[src/rtl/agbk_pkg.sv]
`timescale 1ns / 1ps
package agbk_pkg;

    // register indexes on the configuration port
    localparam logic [1:0] REG_ANGLE_NOISE = 2'd0;
    localparam logic [1:0] REG_BIAS_NOISE  = 2'd1;
    localparam logic [1:0] REG_MEAS_NOISE  = 2'd2;
    localparam logic [1:0] REG_PERIOD      = 2'd3;

    localparam int SET_FRAC  = 24;
    localparam int SET_WIDTH = 31;
    localparam int MEAS_WIDTH = 25;
    localparam int RATE_WIDTH = 28;
    localparam int ANGLE_LIM = 11796480;
    localparam int BIAS_LIM  = 131072000;

    // reset values of the settings
    localparam logic [30:0] ANGLE_NOISE_RST = 31'd3187671;
    localparam logic [30:0] BIAS_NOISE_RST  = 31'd13925089;
    localparam logic [30:0] MEAS_NOISE_RST  = 31'd8388608;
    localparam logic [30:0] PERIOD_RST      = 31'd16777;

    // operand selects for the shared multiplier
    typedef enum logic [3:0] {
        OP_RATE_DT, OP_PD0_DT, OP_P11_DT, OP_QG_DT,
        OP_K0_T0, OP_K0_T1, OP_K1_T0, OP_K1_T1, OP_K0_ERR, OP_K1_ERR
    } mul_op_t;

    // datapath step commands
    typedef enum logic [3:0] {
        CMD_NONE, CMD_LOAD, CMD_PD0, CMD_MUL, CMD_ERR_E, CMD_DIV0, CMD_DIV1,
        CMD_OUT
    } dp_cmd_t;

    typedef struct packed {
        dp_cmd_t cmd;
        mul_op_t op;
    } ctrl_t;

    typedef struct packed {
        logic mul_done;
        logic div_done;
        logic e_zero;
    } stat_t;

endpackage

[src/rtl/agbk_mul.sv]
`timescale 1ns / 1ps
// sequential signed multiply: round(a*b/2^FRAC) ties away, saturated
module agbk_mul #(
    parameter int DATA_WIDTH    = 32,
    parameter int COV_FRAC_BITS = 24
) (
    input  logic                         aclk,
    input  logic                         aresetn,
    input  logic                         start,
    input  logic signed [DATA_WIDTH-1:0] a,
    input  logic signed [DATA_WIDTH-1:0] b,
    output logic                         done,
    output logic signed [DATA_WIDTH-1:0] y
);
    localparam int HW  = (DATA_WIDTH + 1) / 2;
    localparam int PW  = 2 * DATA_WIDTH;
    localparam logic [DATA_WIDTH-1:0] MAXP = {1'b0, {(DATA_WIDTH-1){1'b1}}};

    typedef enum logic [2:0] {S_IDLE, S_LO, S_HI, S_RND, S_SAT} st_t;
    st_t st_reg;
    logic [DATA_WIDTH-1:0] ua_reg, ub_reg;
    logic                  neg_reg;
    logic [PW:0]           acc_reg;
    logic [DATA_WIDTH-1:0] y_reg;
    logic                  done_reg;

    logic [DATA_WIDTH-1:0] ma, mb;
    logic [HW-1:0]         bsel;
    logic [DATA_WIDTH+HW-1:0] part;
    logic [PW:0]           rnd, shf;
    logic [DATA_WIDTH:0]   mag;

    assign ma = a[DATA_WIDTH-1] ? DATA_WIDTH'(-a) : DATA_WIDTH'(a);
    assign mb = b[DATA_WIDTH-1] ? DATA_WIDTH'(-b) : DATA_WIDTH'(b);
    // half of b per cycle keeps the multiplier narrow
    assign bsel = (st_reg == S_LO) ? ub_reg[HW-1:0]
                                   : HW'(ub_reg >> HW);
    assign part = (DATA_WIDTH+HW)'(ua_reg) * (DATA_WIDTH+HW)'(bsel);
    assign rnd  = acc_reg + ((PW+1)'(1) << (COV_FRAC_BITS - 1));
    assign shf  = rnd >> COV_FRAC_BITS;
    // magnitude cap above the positive limit keeps the negative limit reachable
    assign mag  = (shf > (PW+1)'(MAXP) + 1) ? (DATA_WIDTH+1)'(MAXP) + 1
                                            : (DATA_WIDTH+1)'(shf);

    always_ff @(posedge aclk) begin
        if (!aresetn) begin
            st_reg   <= S_IDLE;
            done_reg <= 1'b0;
        end else begin
            done_reg <= 1'b0;
            unique case (st_reg)
                S_IDLE: if (start) begin
                    ua_reg  <= ma;
                    ub_reg  <= mb;
                    neg_reg <= a[DATA_WIDTH-1] ^ b[DATA_WIDTH-1];
                    st_reg  <= S_LO;
                end
                S_LO: begin
                    acc_reg <= (PW+1)'(part);
                    st_reg  <= S_HI;
                end
                S_HI: begin
                    acc_reg <= acc_reg + ((PW+1)'(part) << HW);
                    st_reg  <= S_RND;
                end
                S_RND: begin
                    acc_reg <= (PW+1)'(mag);
                    st_reg  <= S_SAT;
                end
                S_SAT: begin
                    if (neg_reg)
                        y_reg <= DATA_WIDTH'(-acc_reg[DATA_WIDTH:0]);
                    else if (acc_reg[DATA_WIDTH:0] > (DATA_WIDTH+1)'(MAXP))
                        y_reg <= MAXP;
                    else
                        y_reg <= acc_reg[DATA_WIDTH-1:0];
                    done_reg <= 1'b1;
                    st_reg   <= S_IDLE;
                end
                default: st_reg <= S_IDLE;
            endcase
        end
    end

    assign done = done_reg;
    assign y    = y_reg;
endmodule

[src/rtl/agbk_div.sv]
`timescale 1ns / 1ps
// restoring divider: (n << FRAC) / d truncated toward zero, saturated
module agbk_div #(
    parameter int DATA_WIDTH    = 32,
    parameter int COV_FRAC_BITS = 24
) (
    input  logic                         aclk,
    input  logic                         aresetn,
    input  logic                         start,
    input  logic signed [DATA_WIDTH-1:0] n,
    input  logic signed [DATA_WIDTH-1:0] d,
    output logic                         done,
    output logic signed [DATA_WIDTH-1:0] y
);
    localparam int QW = DATA_WIDTH + COV_FRAC_BITS;
    localparam int CW = $clog2(QW + 1);
    localparam logic [DATA_WIDTH-1:0] MAXP = {1'b0, {(DATA_WIDTH-1){1'b1}}};

    logic              busy_reg, done_reg, neg_reg;
    logic [CW-1:0]     cnt_reg;
    logic [QW-1:0]     num_reg, q_reg;
    logic [DATA_WIDTH:0] r_reg, ud_reg;
    logic [DATA_WIDTH-1:0] y_reg;
    logic [DATA_WIDTH:0] rs;

    assign rs = {r_reg[DATA_WIDTH-1:0], num_reg[QW-1]};

    always_ff @(posedge aclk) begin
        if (!aresetn) begin
            busy_reg <= 1'b0;
            done_reg <= 1'b0;
        end else begin
            done_reg <= 1'b0;
            if (start) begin
                busy_reg <= 1'b1;
                cnt_reg  <= CW'(QW);
                // magnitudes taken one bit wider so the most negative value fits
                num_reg  <= QW'(n[DATA_WIDTH-1] ? -(DATA_WIDTH+1)'(n)
                                                : (DATA_WIDTH+1)'(n)) << COV_FRAC_BITS;
                ud_reg   <= d[DATA_WIDTH-1] ? -(DATA_WIDTH+1)'(d) : (DATA_WIDTH+1)'(d);
                neg_reg  <= n[DATA_WIDTH-1] ^ d[DATA_WIDTH-1];
                r_reg    <= '0;
                q_reg    <= '0;
            end else if (busy_reg) begin
                // one quotient bit per cycle
                if (cnt_reg != '0) begin
                    num_reg <= num_reg << 1;
                    if (rs >= ud_reg) begin
                        r_reg <= rs - ud_reg;
                        q_reg <= {q_reg[QW-2:0], 1'b1};
                    end else begin
                        r_reg <= rs;
                        q_reg <= {q_reg[QW-2:0], 1'b0};
                    end
                    cnt_reg <= cnt_reg - 1'b1;
                end else begin
                    if (neg_reg)
                        y_reg <= (q_reg > QW'(MAXP)) ? ~MAXP : DATA_WIDTH'(-q_reg);
                    else
                        y_reg <= (q_reg > QW'(MAXP)) ? MAXP : q_reg[DATA_WIDTH-1:0];
                    busy_reg <= 1'b0;
                    done_reg <= 1'b1;
                end
            end
        end
    end

    assign done = done_reg;
    assign y    = y_reg;
endmodule

[src/rtl/agbk_datapath.sv]
`timescale 1ns / 1ps
// filter state, settings, shared multiplier and divider
module agbk_datapath #(
    parameter int DATA_WIDTH    = 32,
    parameter int COV_FRAC_BITS = 24
) (
    input  logic                   aclk,
    input  logic                   aresetn,
    input  agbk_pkg::ctrl_t        ctrl,
    output agbk_pkg::stat_t        stat,
    input  logic                   cfg_we,
    input  logic [1:0]             cfg_idx,
    input  logic [30:0]            cfg_data,
    output logic [30:0]            cfg_rdata,
    input  logic signed [24:0]     meas_in,
    input  logic signed [27:0]     rate_in,
    output logic signed [24:0]     angle_out,
    output logic signed [27:0]     bias_out,
    output logic                   held_out
);
    localparam int DW = DATA_WIDTH;
    localparam logic signed [DW-1:0] MAXV = {1'b0, {(DW-1){1'b1}}};
    localparam logic signed [DW-1:0] MINV = {1'b1, {(DW-1){1'b0}}};
    localparam logic signed [DW-1:0] ONE  = DW'(1) << COV_FRAC_BITS;

    logic [30:0] qa_cfg_reg, qg_cfg_reg, rn_cfg_reg, dt_cfg_reg;
    logic signed [DW-1:0] ang_reg, bias_reg, p00_reg, p01_reg, p10_reg, p11_reg;
    logic signed [DW-1:0] k0_reg, k1_reg, t0_reg, t1_reg, c11_reg;
    logic signed [DW-1:0] err_reg, e_reg, pd0_reg;
    logic signed [DW-1:0] meas_reg, rate_reg;
    logic held_reg;
    logic signed [DW-1:0] qa, qg, rn, dt;
    logic signed [DW-1:0] ma, mb, my, dn, dy;
    logic                 mdone, ddone;

    // align unsigned Q7.24 settings to the covariance format
    function automatic logic signed [DW-1:0] setting(input logic [30:0] r);
        logic [DW+38:0] v;
        if (COV_FRAC_BITS >= agbk_pkg::SET_FRAC)
            v = (DW+39)'(r) << (COV_FRAC_BITS - agbk_pkg::SET_FRAC);
        else
            v = (DW+39)'(r) >> (agbk_pkg::SET_FRAC - COV_FRAC_BITS);
        return (v > (DW+39)'(MAXV)) ? MAXV : DW'(v);
    endfunction

    function automatic logic signed [DW-1:0] sadd(input logic signed [DW-1:0] x,
                                                  input logic signed [DW-1:0] z);
        logic signed [DW:0] s;
        s = (DW+1)'(x) + (DW+1)'(z);
        if (s > (DW+1)'(MAXV)) return MAXV;
        if (s < (DW+1)'(MINV)) return MINV;
        return DW'(s);
    endfunction

    function automatic logic signed [DW-1:0] ssub(input logic signed [DW-1:0] x,
                                                  input logic signed [DW-1:0] z);
        logic signed [DW:0] s;
        s = (DW+1)'(x) - (DW+1)'(z);
        if (s > (DW+1)'(MAXV)) return MAXV;
        if (s < (DW+1)'(MINV)) return MINV;
        return DW'(s);
    endfunction

    assign qa = setting(qa_cfg_reg);
    assign qg = setting(qg_cfg_reg);
    assign rn = setting(rn_cfg_reg);
    assign dt = setting(dt_cfg_reg);

    // multiplier operand select
    always_comb begin
        ma = k0_reg;
        mb = t0_reg;
        case (ctrl.op)
            agbk_pkg::OP_RATE_DT: begin ma = ssub(rate_reg, bias_reg); mb = dt; end
            agbk_pkg::OP_PD0_DT:  begin ma = pd0_reg; mb = dt; end
            agbk_pkg::OP_P11_DT:  begin ma = c11_reg; mb = dt; end
            agbk_pkg::OP_QG_DT:   begin ma = qg; mb = dt; end
            agbk_pkg::OP_K0_T0:   begin ma = k0_reg; mb = t0_reg; end
            agbk_pkg::OP_K0_T1:   begin ma = k0_reg; mb = t1_reg; end
            agbk_pkg::OP_K1_T0:   begin ma = k1_reg; mb = t0_reg; end
            agbk_pkg::OP_K1_T1:   begin ma = k1_reg; mb = t1_reg; end
            agbk_pkg::OP_K0_ERR:  begin ma = k0_reg; mb = err_reg; end
            agbk_pkg::OP_K1_ERR:  begin ma = k1_reg; mb = err_reg; end
            default: ;
        endcase
    end

    agbk_mul #(.DATA_WIDTH(DW), .COV_FRAC_BITS(COV_FRAC_BITS)) u_mul (
        .aclk(aclk), .aresetn(aresetn),
        .start(ctrl.cmd == agbk_pkg::CMD_MUL),
        .a(ma), .b(mb), .done(mdone), .y(my)
    );

    assign dn = (ctrl.cmd == agbk_pkg::CMD_DIV1) ? p10_reg : p00_reg;
    agbk_div #(.DATA_WIDTH(DW), .COV_FRAC_BITS(COV_FRAC_BITS)) u_div (
        .aclk(aclk), .aresetn(aresetn),
        .start(ctrl.cmd == agbk_pkg::CMD_DIV0 || ctrl.cmd == agbk_pkg::CMD_DIV1),
        .n(dn), .d(e_reg), .done(ddone), .y(dy)
    );

    assign stat.mul_done = mdone;
    assign stat.div_done = ddone;
    assign stat.e_zero   = (e_reg == '0);

    // config registers
    always_ff @(posedge aclk) begin
        if (!aresetn) begin
            qa_cfg_reg <= agbk_pkg::ANGLE_NOISE_RST;
            qg_cfg_reg <= agbk_pkg::BIAS_NOISE_RST;
            rn_cfg_reg <= agbk_pkg::MEAS_NOISE_RST;
            dt_cfg_reg <= agbk_pkg::PERIOD_RST;
        end else if (cfg_we) begin
            unique case (cfg_idx)
                agbk_pkg::REG_ANGLE_NOISE: qa_cfg_reg <= cfg_data;
                agbk_pkg::REG_BIAS_NOISE:  qg_cfg_reg <= cfg_data;
                agbk_pkg::REG_MEAS_NOISE:  rn_cfg_reg <= cfg_data;
                agbk_pkg::REG_PERIOD:      dt_cfg_reg <= cfg_data;
                default: ;
            endcase
        end
    end

    always_comb begin
        unique case (cfg_idx)
            agbk_pkg::REG_ANGLE_NOISE: cfg_rdata = qa_cfg_reg;
            agbk_pkg::REG_BIAS_NOISE:  cfg_rdata = qg_cfg_reg;
            agbk_pkg::REG_MEAS_NOISE:  cfg_rdata = rn_cfg_reg;
            default:                   cfg_rdata = dt_cfg_reg;
        endcase
    end

    // filter state update, one step per command
    always_ff @(posedge aclk) begin
        if (!aresetn) begin
            ang_reg  <= '0;
            bias_reg <= '0;
            p00_reg  <= ONE;
            p01_reg  <= '0;
            p10_reg  <= '0;
            p11_reg  <= ONE;
            k0_reg   <= '0;
            k1_reg   <= '0;
            held_reg <= 1'b0;
        end else begin
            unique case (ctrl.cmd)
                agbk_pkg::CMD_LOAD: begin
                    meas_reg <= DW'(meas_in);
                    rate_reg <= DW'(rate_in);
                    c11_reg  <= p11_reg;
                end
                agbk_pkg::CMD_PD0: pd0_reg <= ssub(ssub(qa, p01_reg), p10_reg);
                agbk_pkg::CMD_ERR_E: begin
                    err_reg <= ssub(meas_reg, ang_reg);
                    e_reg   <= sadd(rn, p00_reg);
                    t0_reg  <= p00_reg;
                    t1_reg  <= p01_reg;
                    held_reg <= 1'b1;
                end
                agbk_pkg::CMD_DIV0: held_reg <= 1'b0;
                default: ;
            endcase
            if (mdone) begin
                case (ctrl.op)
                    agbk_pkg::OP_RATE_DT: ang_reg <= sadd(ang_reg, my);
                    agbk_pkg::OP_PD0_DT:  p00_reg <= sadd(p00_reg, my);
                    agbk_pkg::OP_P11_DT: begin
                        p01_reg <= ssub(p01_reg, my);
                        p10_reg <= ssub(p10_reg, my);
                    end
                    agbk_pkg::OP_QG_DT:  p11_reg <= sadd(p11_reg, my);
                    agbk_pkg::OP_K0_T0:  p00_reg <= ssub(p00_reg, my);
                    agbk_pkg::OP_K0_T1:  p01_reg <= ssub(p01_reg, my);
                    agbk_pkg::OP_K1_T0:  p10_reg <= ssub(p10_reg, my);
                    agbk_pkg::OP_K1_T1:  p11_reg <= ssub(p11_reg, my);
                    agbk_pkg::OP_K0_ERR: ang_reg <= sadd(ang_reg, my);
                    agbk_pkg::OP_K1_ERR: bias_reg <= sadd(bias_reg, my);
                    default: ;
                endcase
            end
            if (ddone) begin
                if (ctrl.cmd == agbk_pkg::CMD_NONE && ctrl.op == agbk_pkg::OP_K0_T0)
                    k0_reg <= dy;
                else
                    k1_reg <= dy;
            end
        end
    end

    // clamp to the output ranges
    always_comb begin
        if (ang_reg > DW'(agbk_pkg::ANGLE_LIM))       angle_out = 25'(agbk_pkg::ANGLE_LIM);
        else if (ang_reg < -DW'(agbk_pkg::ANGLE_LIM)) angle_out = 25'(-agbk_pkg::ANGLE_LIM);
        else                                          angle_out = 25'(ang_reg);
        if (bias_reg > DW'(agbk_pkg::BIAS_LIM))       bias_out = 28'(agbk_pkg::BIAS_LIM);
        else if (bias_reg < -DW'(agbk_pkg::BIAS_LIM)) bias_out = 28'(-agbk_pkg::BIAS_LIM);
        else                                          bias_out = 28'(bias_reg);
    end
    assign held_out = held_reg;
endmodule

[src/rtl/agbk_ctrl.sv]
`timescale 1ns / 1ps
// sequencer over one filter step
module agbk_ctrl (
    input  logic             aclk,
    input  logic             aresetn,
    input  logic             in_fire,
    input  logic             out_free,
    input  agbk_pkg::stat_t  stat,
    output agbk_pkg::ctrl_t  ctrl,
    output logic             busy,
    output logic             out_load
);
    typedef enum logic [3:0] {
        S_IDLE, S_PD0, S_MSTART, S_MWAIT, S_ERR, S_CHK, S_D0, S_D0W, S_D1, S_D1W,
        S_OUT
    } st_t;
    st_t st_reg;
    agbk_pkg::mul_op_t op_reg;

    always_ff @(posedge aclk) begin
        if (!aresetn) begin
            st_reg <= S_IDLE;
            op_reg <= agbk_pkg::OP_RATE_DT;
        end else begin
            unique case (st_reg)
                S_IDLE: if (in_fire) begin
                    st_reg <= S_PD0;
                    op_reg <= agbk_pkg::OP_RATE_DT;
                end
                S_PD0:    st_reg <= S_MSTART;
                S_MSTART: st_reg <= S_MWAIT;
                S_MWAIT: if (stat.mul_done) begin
                    unique case (op_reg)
                        agbk_pkg::OP_QG_DT: st_reg <= S_ERR;
                        agbk_pkg::OP_K1_ERR: st_reg <= S_OUT;
                        default: begin
                            op_reg <= agbk_pkg::mul_op_t'(op_reg + 1'b1);
                            st_reg <= S_MSTART;
                        end
                    endcase
                end
                S_ERR: st_reg <= S_CHK;
                S_CHK: begin
                    op_reg <= agbk_pkg::OP_K0_T0;
                    st_reg <= stat.e_zero ? S_MSTART : S_D0;
                end
                S_D0: st_reg <= S_D0W;
                S_D0W: if (stat.div_done) st_reg <= S_D1;
                S_D1: begin
                    op_reg <= agbk_pkg::OP_K0_ERR;
                    st_reg <= S_D1W;
                end
                S_D1W: if (stat.div_done) begin
                    op_reg <= agbk_pkg::OP_K0_T0;
                    st_reg <= S_MSTART;
                end
                S_OUT: if (out_free) st_reg <= S_IDLE;
                default: st_reg <= S_IDLE;
            endcase
        end
    end

    always_comb begin
        ctrl.op = op_reg;
        unique case (st_reg)
            S_IDLE:   ctrl.cmd = in_fire ? agbk_pkg::CMD_LOAD : agbk_pkg::CMD_NONE;
            S_PD0:    ctrl.cmd = agbk_pkg::CMD_PD0;
            S_MSTART: ctrl.cmd = agbk_pkg::CMD_MUL;
            S_ERR:    ctrl.cmd = agbk_pkg::CMD_ERR_E;
            S_D0:     ctrl.cmd = agbk_pkg::CMD_DIV0;
            S_D1:     ctrl.cmd = agbk_pkg::CMD_DIV1;
            S_OUT:    ctrl.cmd = agbk_pkg::CMD_OUT;
            default:  ctrl.cmd = agbk_pkg::CMD_NONE;
        endcase
    end

    assign busy     = (st_reg != S_IDLE);
    assign out_load = (st_reg == S_OUT) && out_free;
endmodule

[src/rtl/angle_gyro_bias_kalman_core.sv]
`timescale 1ns / 1ps
// Two-state Kalman filter on tilt angle and gyro bias. Each accepted sample
// (accelerometer angle, gyro rate) gives one result: the saturated angle and
// bias estimates and a flag set when the innovation variance was zero and the
// previous gains were kept. One shared sequential multiplier (ten products)
// and one restoring divider (two gains, skipped when the gains are held) do
// the arithmetic; a stalled result side holds the step in its last state.
// The next sample is taken once the previous result has moved into the
// output register. Settings sit on an APB port at byte addresses 0, 4, 8
// and 12.
module angle_gyro_bias_kalman_core #(
    parameter int DATA_WIDTH    = 32,
    parameter int COV_FRAC_BITS = 24
) (
    input  logic               aclk,
    input  logic               aresetn,
    input  logic               psel,
    input  logic               penable,
    input  logic               pwrite,
    input  logic [3:0]         paddr,
    input  logic [31:0]        pwdata,
    output logic [31:0]        prdata,
    output logic               pready,
    input  logic               s_valid,
    output logic               s_ready,
    input  logic signed [24:0] s_measured_angle,
    input  logic signed [27:0] s_gyro_rate,
    output logic               m_valid,
    input  logic               m_ready,
    output logic signed [24:0] m_angle_estimate,
    output logic signed [27:0] m_rate_bias,
    output logic               m_gain_held
);
    agbk_pkg::ctrl_t ctrl;
    agbk_pkg::stat_t stat;
    logic busy, out_load, in_fire, out_free;
    logic [30:0] cfg_rdata;
    logic signed [24:0] ang_w;
    logic signed [27:0] bias_w;
    logic held_w;
    logic m_valid_reg;
    logic signed [24:0] ang_reg;
    logic signed [27:0] bias_reg;
    logic held_reg;

    assign pready   = 1'b1;
    assign prdata   = {1'b0, cfg_rdata};
    assign s_ready  = !busy;
    assign in_fire  = s_valid && s_ready;
    assign out_free = !m_valid_reg || m_ready;

    agbk_ctrl u_ctrl (
        .aclk(aclk), .aresetn(aresetn), .in_fire(in_fire), .out_free(out_free),
        .stat(stat), .ctrl(ctrl), .busy(busy), .out_load(out_load)
    );

    agbk_datapath #(.DATA_WIDTH(DATA_WIDTH), .COV_FRAC_BITS(COV_FRAC_BITS)) u_dp (
        .aclk(aclk), .aresetn(aresetn), .ctrl(ctrl), .stat(stat),
        .cfg_we(psel && penable && pwrite && pready),
        .cfg_idx(paddr[3:2]), .cfg_data(pwdata[30:0]), .cfg_rdata(cfg_rdata),
        .meas_in(s_measured_angle), .rate_in(s_gyro_rate),
        .angle_out(ang_w), .bias_out(bias_w), .held_out(held_w)
    );

    // result register
    always_ff @(posedge aclk) begin
        if (!aresetn) begin
            m_valid_reg <= 1'b0;
        end else begin
            if (out_load) begin
                m_valid_reg <= 1'b1;
                ang_reg  <= ang_w;
                bias_reg <= bias_w;
                held_reg <= held_w;
            end else if (m_ready) begin
                m_valid_reg <= 1'b0;
            end
        end
    end

    assign m_valid          = m_valid_reg;
    assign m_angle_estimate = ang_reg;
    assign m_rate_bias      = bias_reg;
    assign m_gain_held      = held_reg;

`ifndef NO_ASSERTIONS
    // no new sample while a step is running
    a_no_accept_busy: assert property (@(posedge aclk) disable iff (!aresetn)
        busy |-> !s_ready) else $error("sample accepted during a step");
    // a held result is not overwritten
    a_out_hold: assert property (@(posedge aclk) disable iff (!aresetn)
        (m_valid && !m_ready) |=> $stable(m_angle_estimate) && m_valid)
        else $error("result changed while stalled");
    // multiplier and divider never finish together
    a_units: assert property (@(posedge aclk) disable iff (!aresetn)
        !(stat.mul_done && stat.div_done)) else $error("unit overlap");
`endif
endmodule
[config.mk]
export PLATFORM = sky130hd
export DESIGN_NAME = angle_gyro_bias_kalman_core
export DESIGN_NICKNAME = d
export VERILOG_FILES = /design/src/rtl/agbk_pkg.sv /design/src/rtl/agbk_mul.sv /design/src/rtl/agbk_div.sv /design/src/rtl/agbk_datapath.sv /design/src/rtl/agbk_ctrl.sv /design/src/rtl/angle_gyro_bias_kalman_core.sv
export SDC_FILE = /design/constraint.sdc
export NUM_CORES = 2
export LEC_CHECK = 0
export ABC_CLOCK_PERIOD_IN_PS = 10000
export BUFFER_PORTS_ARGS = -buffer_cell sky130_fd_sc_hd__buf_2
export CAP_MARGIN = 10
export CORE_MARGIN = 4
export CORE_UTILIZATION = 45
export CTS_CLUSTER_SIZE = 30
export DETAILED_ROUTE_END_ITERATION = 8
export HOLD_SLACK_MARGIN = 0.03
export PLACE_DENSITY = 0.67
export SLEW_MARGIN = 40
export SYNTH_ARGS = -nofsm -noshare
export SYNTH_HDL_FRONTEND = slang
export SYNTH_SLANG_ARGS = --single-unit
[constraint.sdc]
create_clock -name aclk -period 10 [get_ports aclk]
set_input_delay 0.5 -clock aclk [delete_from_list [all_inputs] [get_ports aclk]]
set_output_delay 0.5 -clock aclk [all_outputs]
set_load 0.1 [all_outputs]
# Word level (Yosys, flattened, before mapping)
# Index checks and enable logic that the tools add are counted.
[totals] ff_bits=1073 out_inout_bits=89 elab_cells=467 input_bits=96
[op_classes] muxes=249 mul=1 n_reduce_logical=60 n_eq_ne=39 addsub=24 bitwise_logic=7 order_cmp=38
[ops] cell="32-bit two-way mux" n=70
[ops] cell="33-bit by 32-bit greater-than comparator with 1-bit output, second input constant" n=13
[ops] cell="33-bit by 32-bit < comparator with 1-bit output, second input constant" n=13
[ops] cell="32-bit case mux with 2 select lines" n=5
[ops] cell="56-bit two-way mux" n=5
[ops] cell="31-bit two-way mux" n=7
[ops] cell="32-bit by 32-bit subtractor with 33-bit output" n=6
[ops] cell="65-bit case mux with 3 select lines" n=1
[ops] cell="32-bit by 32-bit adder with 33-bit output" n=5
[ops] cell="32-bit negation" n=5
[ops] cell="32-bit case mux with 5 select lines" n=1
[ops] cell="1-bit two-way mux" n=135
[ops] cell="31-bit greater-than comparator, second input constant" n=4
[ops] cell="32-bit case mux with 3 select lines" n=1
[ops] cell="31-bit case mux with 3 select lines" n=1
[ops] cell="65-bit by 24-bit adder with 65-bit output, second input constant" n=1
[ops] cell="65-bit by 64-bit adder with 65-bit output" n=1
[ops] cell="56-bit by 31-bit greater-than comparator with 1-bit output, second input constant" n=1
[ops] cell="32-bit by 16-bit multiplier with 48-bit output" n=1
[ops] cell="4-bit by 3-bit == test with 1-bit output, second input constant" n=11
[ops] cell="4-bit case mux with 11 select lines" n=1
[ops] cell="41-bit by 32-bit greater-than comparator with 1-bit output, second input constant" n=1
[ops] cell="2-bit AND reduction" n=19
[ops] cell="4-bit two-way mux" n=9
[ops] cell="53 further kinds" n=101

# Logic depth before layout (Yosys ltp)
[logic_depth] ltp_word=25 depth_mapped=44

# Hierarchy
# Synthesis repeated with hierarchy kept, for this count alone.
[unflattened] cells_unflattened=10293 area_unflattened_um2=90795.8
[modules_own_cells] mod="agbk_datapath" n_inst=1 cells_per_inst=5856 area_each_um2=48850.6
[modules_own_cells] mod="agbk_mul" n_inst=1 cells_per_inst=3213 area_each_um2=28402.2
[modules_own_cells] mod="agbk_div" n_inst=1 cells_per_inst=1067 area_each_um2=11086.9
[modules_own_cells] mod="angle_gyro_bias_kalman_core" n_inst=1 cells_per_inst=66 area_each_um2=1715.4
[modules_own_cells] mod="agbk_ctrl" n_inst=1 cells_per_inst=91 area_each_um2=740.7

# Worst setup path after synthesis
# OpenSTA, ideal clock, no wires.
[synth_path] kind="register to register" from="register u_dp.u_mul.st_reg[0]" to="register u_dp.u_mul.acc_reg[63] (data pin)" synth_period_minus_slack_ps=10502 setup_slack_ps=-502 arrival_ps=10236 stages_incl_launch_ff=43 setup_time_ps=266 path_buffers=3 cell_sequence="dfxtp_1 > nor2b_1 > nor2b_1 > clkbuf_1 > buf_1 > mux2_2 > clkbuf_1 > nand2_1 > fa_1 > inv_1 > fa_1 > inv_1 > fa_1 > inv_1 > fa_1 > inv_1 > fa_1 > inv_1 > [... 7 more ...] > o21ai_0 > o21a_1 > o21ai_0 > nor2b_1 > o21a_1 > xor2_1 > inv_1 > ha_1 > or3_1 > a311oi_1 > a2bb2oi_1 > o31ai_1 > o41ai_1 > o21a_1 > o21ai_0 > a211oi_1 > xor2_1 > nor2_1"
[synth_via] elab_chain_len=5 word_cells_on_any_way=7 classes_between="add/sub (1); mul (1); eq/ne (3); mux (2)"
[synth_rtl] element="from (decl)" line="agbk_mul.sv:20" source="st_t st_reg;"
[synth_rtl] element="from (signal assigned)" line="agbk_mul.sv:47" source="st_reg <= S_IDLE;"
[synth_rtl] element="from (signal assigned)" line="agbk_mul.sv:56" source="st_reg <= S_LO;"
[synth_rtl] element="from (signal assigned)" line="agbk_mul.sv:60" source="st_reg <= S_HI;"
[synth_rtl] element="3-bit by 1-bit == test with 1-bit output" line="agbk_mul.sv:36, agbk_mul.sv:51"
[synth_rtl] element="16-bit two-way mux" line="agbk_mul.sv:36" source="assign bsel = (st_reg == S_LO) ? ub_reg[HW-1:0]"
[synth_rtl] element="32-bit by 16-bit multiplier with 48-bit output" line="agbk_mul.sv:38" source="assign part = (DATA_WIDTH+HW)'(ua_reg) * (DATA_WIDTH+HW)'(bsel);"
[synth_rtl] element="65-bit by 64-bit adder with 65-bit output" line="agbk_mul.sv:63" source="acc_reg <= acc_reg + ((PW+1)'(part) << HW);"
[synth_rtl] element="65-bit case mux with 3 select lines (*)" line="agbk_mul.sv:51" source="unique case (st_reg)"
[synth_rtl] element="to (signal assigned)" line="agbk_mul.sv:59" source="acc_reg <= (PW+1)'(part);"
[synth_rtl] element="to (signal assigned)" line="agbk_mul.sv:63"
[synth_rtl] element="to (signal assigned)" line="agbk_mul.sv:67" source="acc_reg <= (PW+1)'(mag);"
[synth_rtl] element="to (decl)" line="agbk_mul.sv:23" source="logic [PW:0] acc_reg;"
# Every way passes the cells marked *; elsewhere a longest branch is shown, timed or not.
# A chain may end at the register's enable or synchronous reset.

# Final worst setup path
# Ends and elaborated chain as after synthesis.

==> flow_summary.toml <==
[status]
outcome = "completed"

[placed_design]
hpwl_um = 251000
gp_congestion = 1.01
io_buffers = 179
place_area_um2 = 92700
pre_cts_slack_ns = -0.227

[worst_setup_path]
r2r_cells = 45
crit_required_ns = 10.51
crit_type = "flop to flop"
critical-path-max-stage-delay_ns = 0.53
cp-end-kind = "flop"
crit_arrival_ns = 10.10
reg2reg_to = "u_dp.u_mul.acc_reg[63]"
regToRegSetupSlack_ns = 0.42
cp_max_fo = 13
cp_common_cell = "inv_1"
cp_slowest_cell = "fa_1"
reg2reg_from = "u_dp.u_mul.st_reg[0]"
start_kind = "flop"

[min_path]
whs_endpoint = "m_valid"
hp-class = "primary input to flop"
min_path_cells = 4
hp-start = "m_ready"

[detailed_routing]
wl_per_cell_um = 25.5
vias = 77900
drtPass1Iterations = 7
avgViaCountPerCell = 6.11
first_iter_violations = 8668
ant_nets = 0
drc = 0
wl_um = 325000

[cells_and_area]
largest_reg_flops = 65
final_common_cell = "nand2_1"
final_cell_mix = "1208 x nand2_1, 887 x a21oi_1, 797 x inv_1"
design_area_um2 = 98100
area_delta_synth_final_pct = 12.2
layout-drive-gt1-share_pct = 9.66
fill_cells = 17800
final_nets = 11300

[pwr]
power.total_uw = 39500
irDropWorstVdd_mv = 0.978
p_leak_uw = 0.0406
powerDensity_nw_per_um2 = 402

[floorplanning]
coreArea_um2 = 193000
ios = 185
initial_core_util_pct = 45.3
placementRows = 161
dieArea_um2 = 201000
die_w_um = 449
die_y_um = 449

[logic_synthesis]
ys_seq_area_share_pct = 31.5
ys_ff_latch = 1049
yosysWarnings = 0
synth_edf_count = 653
synth.lib_cells_used.distinct = 106
synthSimpleGateAreaFrac_pct = 15.9
synth_cells = 9881
synth_adder_area_share_pct = 19.5
syn_avg_cell_area_um2 = 8.85
ys.flop_type = "edfxtp_1"
syn_area_um2 = 87400
synth_top_family_by_area = "compound AO/OA/AOI/OAI gates"
synthMuxAreaShare_pct = 1.47
synth-xor-area-share_pct = 5.77
synth-compound-area-share_pct = 20.0
async_flop_share_pct = 0

[sta]
fin_ws_ns = 0.419
setup_viol_count_final = 0
finalHoldViolCount = 0
tightest_slew_ns = 1.00
clock_skew_ns = 0.0535
relSlewSlack_pct = 33.1
timing.final.crit_share_pct = 95.8
finalCriticalPeriod_ns = 9.58
slew_violations = 0
fmax_ghz = 0.104

[clocking]
root_buffer = "clkbuf_16"
cts_buffers = 121
cts_tree = "built"
insertion_delay_ns = 0.79
clk_transition_reported_paths_ns = 0.07
cts.sink_count = 1049
clk_path_buf_depth = 3
htreeDepth = 3

[job]
maxCapViolations = 0

[global_route]
antenna_found_initial = 36
grt_util_all_layers_pct = 31.1
grt-ovfl-total = 0
grt_max_degree = 91
grt_pass1_vias = 74600
grt_pass1_wl_um = 478000
==> synth_stat cells (18+ instances only) <==
| library cell | count | area, um^2 |
|---|---|---|
| dfxtp_1 | 396 | 7930 |
| a21boi_0 | 22 | 165 |
| a2111oi_0 | 20 | 175 |
| nor4_1 | 46 | 288 |
| and2_1 | 200 | 1250 |
| or4_1 | 26 | 195 |
| o22ai_1 | 47 | 294 |
| nor2b_1 | 180 | 1130 |
| nand3_1 | 155 | 776 |
| mux2i_1 | 42 | 420 |
| edfxtp_1 | 653 | 19600 |
| a32o_1 | 28 | 280 |
| xor2_1 | 223 | 1950 |
| and3_1 | 62 | 388 |
| o31ai_1 | 63 | 473 |
| fa_1 | 433 | 8670 |
| o21ai_0 | 629 | 3150 |
| mux4_2 | 31 | 698 |
| a211oi_1 | 49 | 368 |
| o21a_1 | 79 | 593 |
| a31oi_1 | 97 | 607 |
| o211ai_1 | 47 | 353 |
| a22o_1 | 45 | 394 |
| a21oi_1 | 895 | 4480 |
| nand2b_1 | 135 | 845 |
| buf_1 | 28 | 105 |
| nand4_1 | 60 | 375 |
| a221oi_1 | 105 | 920 |
| maj3_1 | 53 | 531 |
| a221o_1 | 57 | 571 |
| clkbuf_1 | 504 | 1890 |
| or3_1 | 60 | 375 |
| xnor2_1 | 353 | 3090 |
| nor2_1 | 574 | 2150 |
| ha_1 | 630 | 7880 |
| or2_2 | 39 | 244 |
| a21o_1 | 208 | 1560 |
| nand2_1 | 1214 | 4560 |
| o221ai_1 | 24 | 210 |
| o21bai_1 | 77 | 578 |
| nor3_1 | 161 | 806 |
| inv_1 | 797 | 2990 |
| a211o_1 | 18 | 158 |
==> cell type report <==
cell class / instances / area (um^2) / area share, %
Tap cell: 2526 / 3160 / 3.22
Clock buffer: 157 / 3420 / 3.49
Antenna cell: 16 / 40.0 / 0.0408
Sequential cell: 1049 / 27500 / 28.1
Timing Repair Buffer: 640 / 4780 / 4.87
Multi-Input combinational cell: 7493 / 55400 / 56.5
Clock inverter: 74 / 753 / 0.768
Inverter: 798 / 3000 / 3.06
==> cells by family after synthesis <==
| group | Yosys count |
|---|---|
| AO/OA/AOI/OAI | 2739 |
| XOR/XNOR | 576 |
| adder cells (fa/ha/maj) | 1116 |
| buffers and inverters | 1340 |
| flip-flops | 1049 |
| multiplexers | 88 |
| other | 2 |
| AND/OR/NAND/NOR | 2971 |
==> worst max path at each step <==
stage                              start                endpoint  slack, ns  cells after the start
global placement    u_dp.u_mul.st_reg[0]  u_dp.u_mul.acc_reg[63]      -0.25                     44
finish              u_dp.u_mul.st_reg[0]  u_dp.u_mul.acc_reg[63]       0.42                     45
floorplan           u_dp.u_mul.st_reg[0]  u_dp.u_mul.acc_reg[63]      -0.18                     42
detailed placement  u_dp.u_mul.st_reg[0]  u_dp.u_mul.acc_reg[63]      -0.23                     44
CTS                 u_dp.u_mul.st_reg[0]  u_dp.u_mul.acc_reg[63]      0.009                     44
global route        u_dp.u_mul.st_reg[0]  u_dp.u_mul.acc_reg[63]      -0.04                     45
==> what timing repair did <==
action,CTS,global route
endpoints found under the hold margin,176,0
buffers inserted,0,4
cloned,0,1
hold buffers,84,0
endpoints found under the setup margin,4,14
pin swaps,2,13
gates resized for setup,7,55
==> metrics by stage <==
step | std cells | hold WS (ns) | utilization [%] | TNS [ns]
after CTS | 12700 | 0.0850 | 50.7 | 0
after global placement | 12400 | 0.444 | 48.0 | -0.370
after floorplan | 9882 | 0.409 | - | -0.177
after global routing | 12700 | 0.164 | 50.9 | -0.0372
final | 12800 | 0.140 | 50.9 | 0
after detailed placement | 12400 | 0.442 | 48.1 | -0.280
==> power by group <==
group	leakage (uW)	total (uW)	switching [uW]	internal (uW)
sequential	0.00923	5490	309	5180
combinational	0.0293	29300	16100	13200
clock	0.00204	4720	2050	2670
==> worst max-delay path: cells and delay by family (launching register included) <==
kind                     cells  cell delay, ns
XOR/XNOR                     2            0.33
buffers and inverters       13            1.42
AND/OR/NAND/NOR              9            1.35
adder cells (fa/ha/maj)      8            3.34
AO/OA/AOI/OAI               12            2.19
flip-flops                   1            0.32
multiplexers                 1            0.34
==> per-layer routing <==
layer	GRT usage, %	vias to the layer above	part of all wire (%)	routed length [um]
li1	-	35400	-	-
met1	39.6	37900	39	127000
met2	49.0	3759	45	145000
met3	4.66	852	8.4	27200
met4	21.0	12	8.1	26200
met5	0	-	0.025	81
No activity file was read; power rests on OpenSTA's default activity.
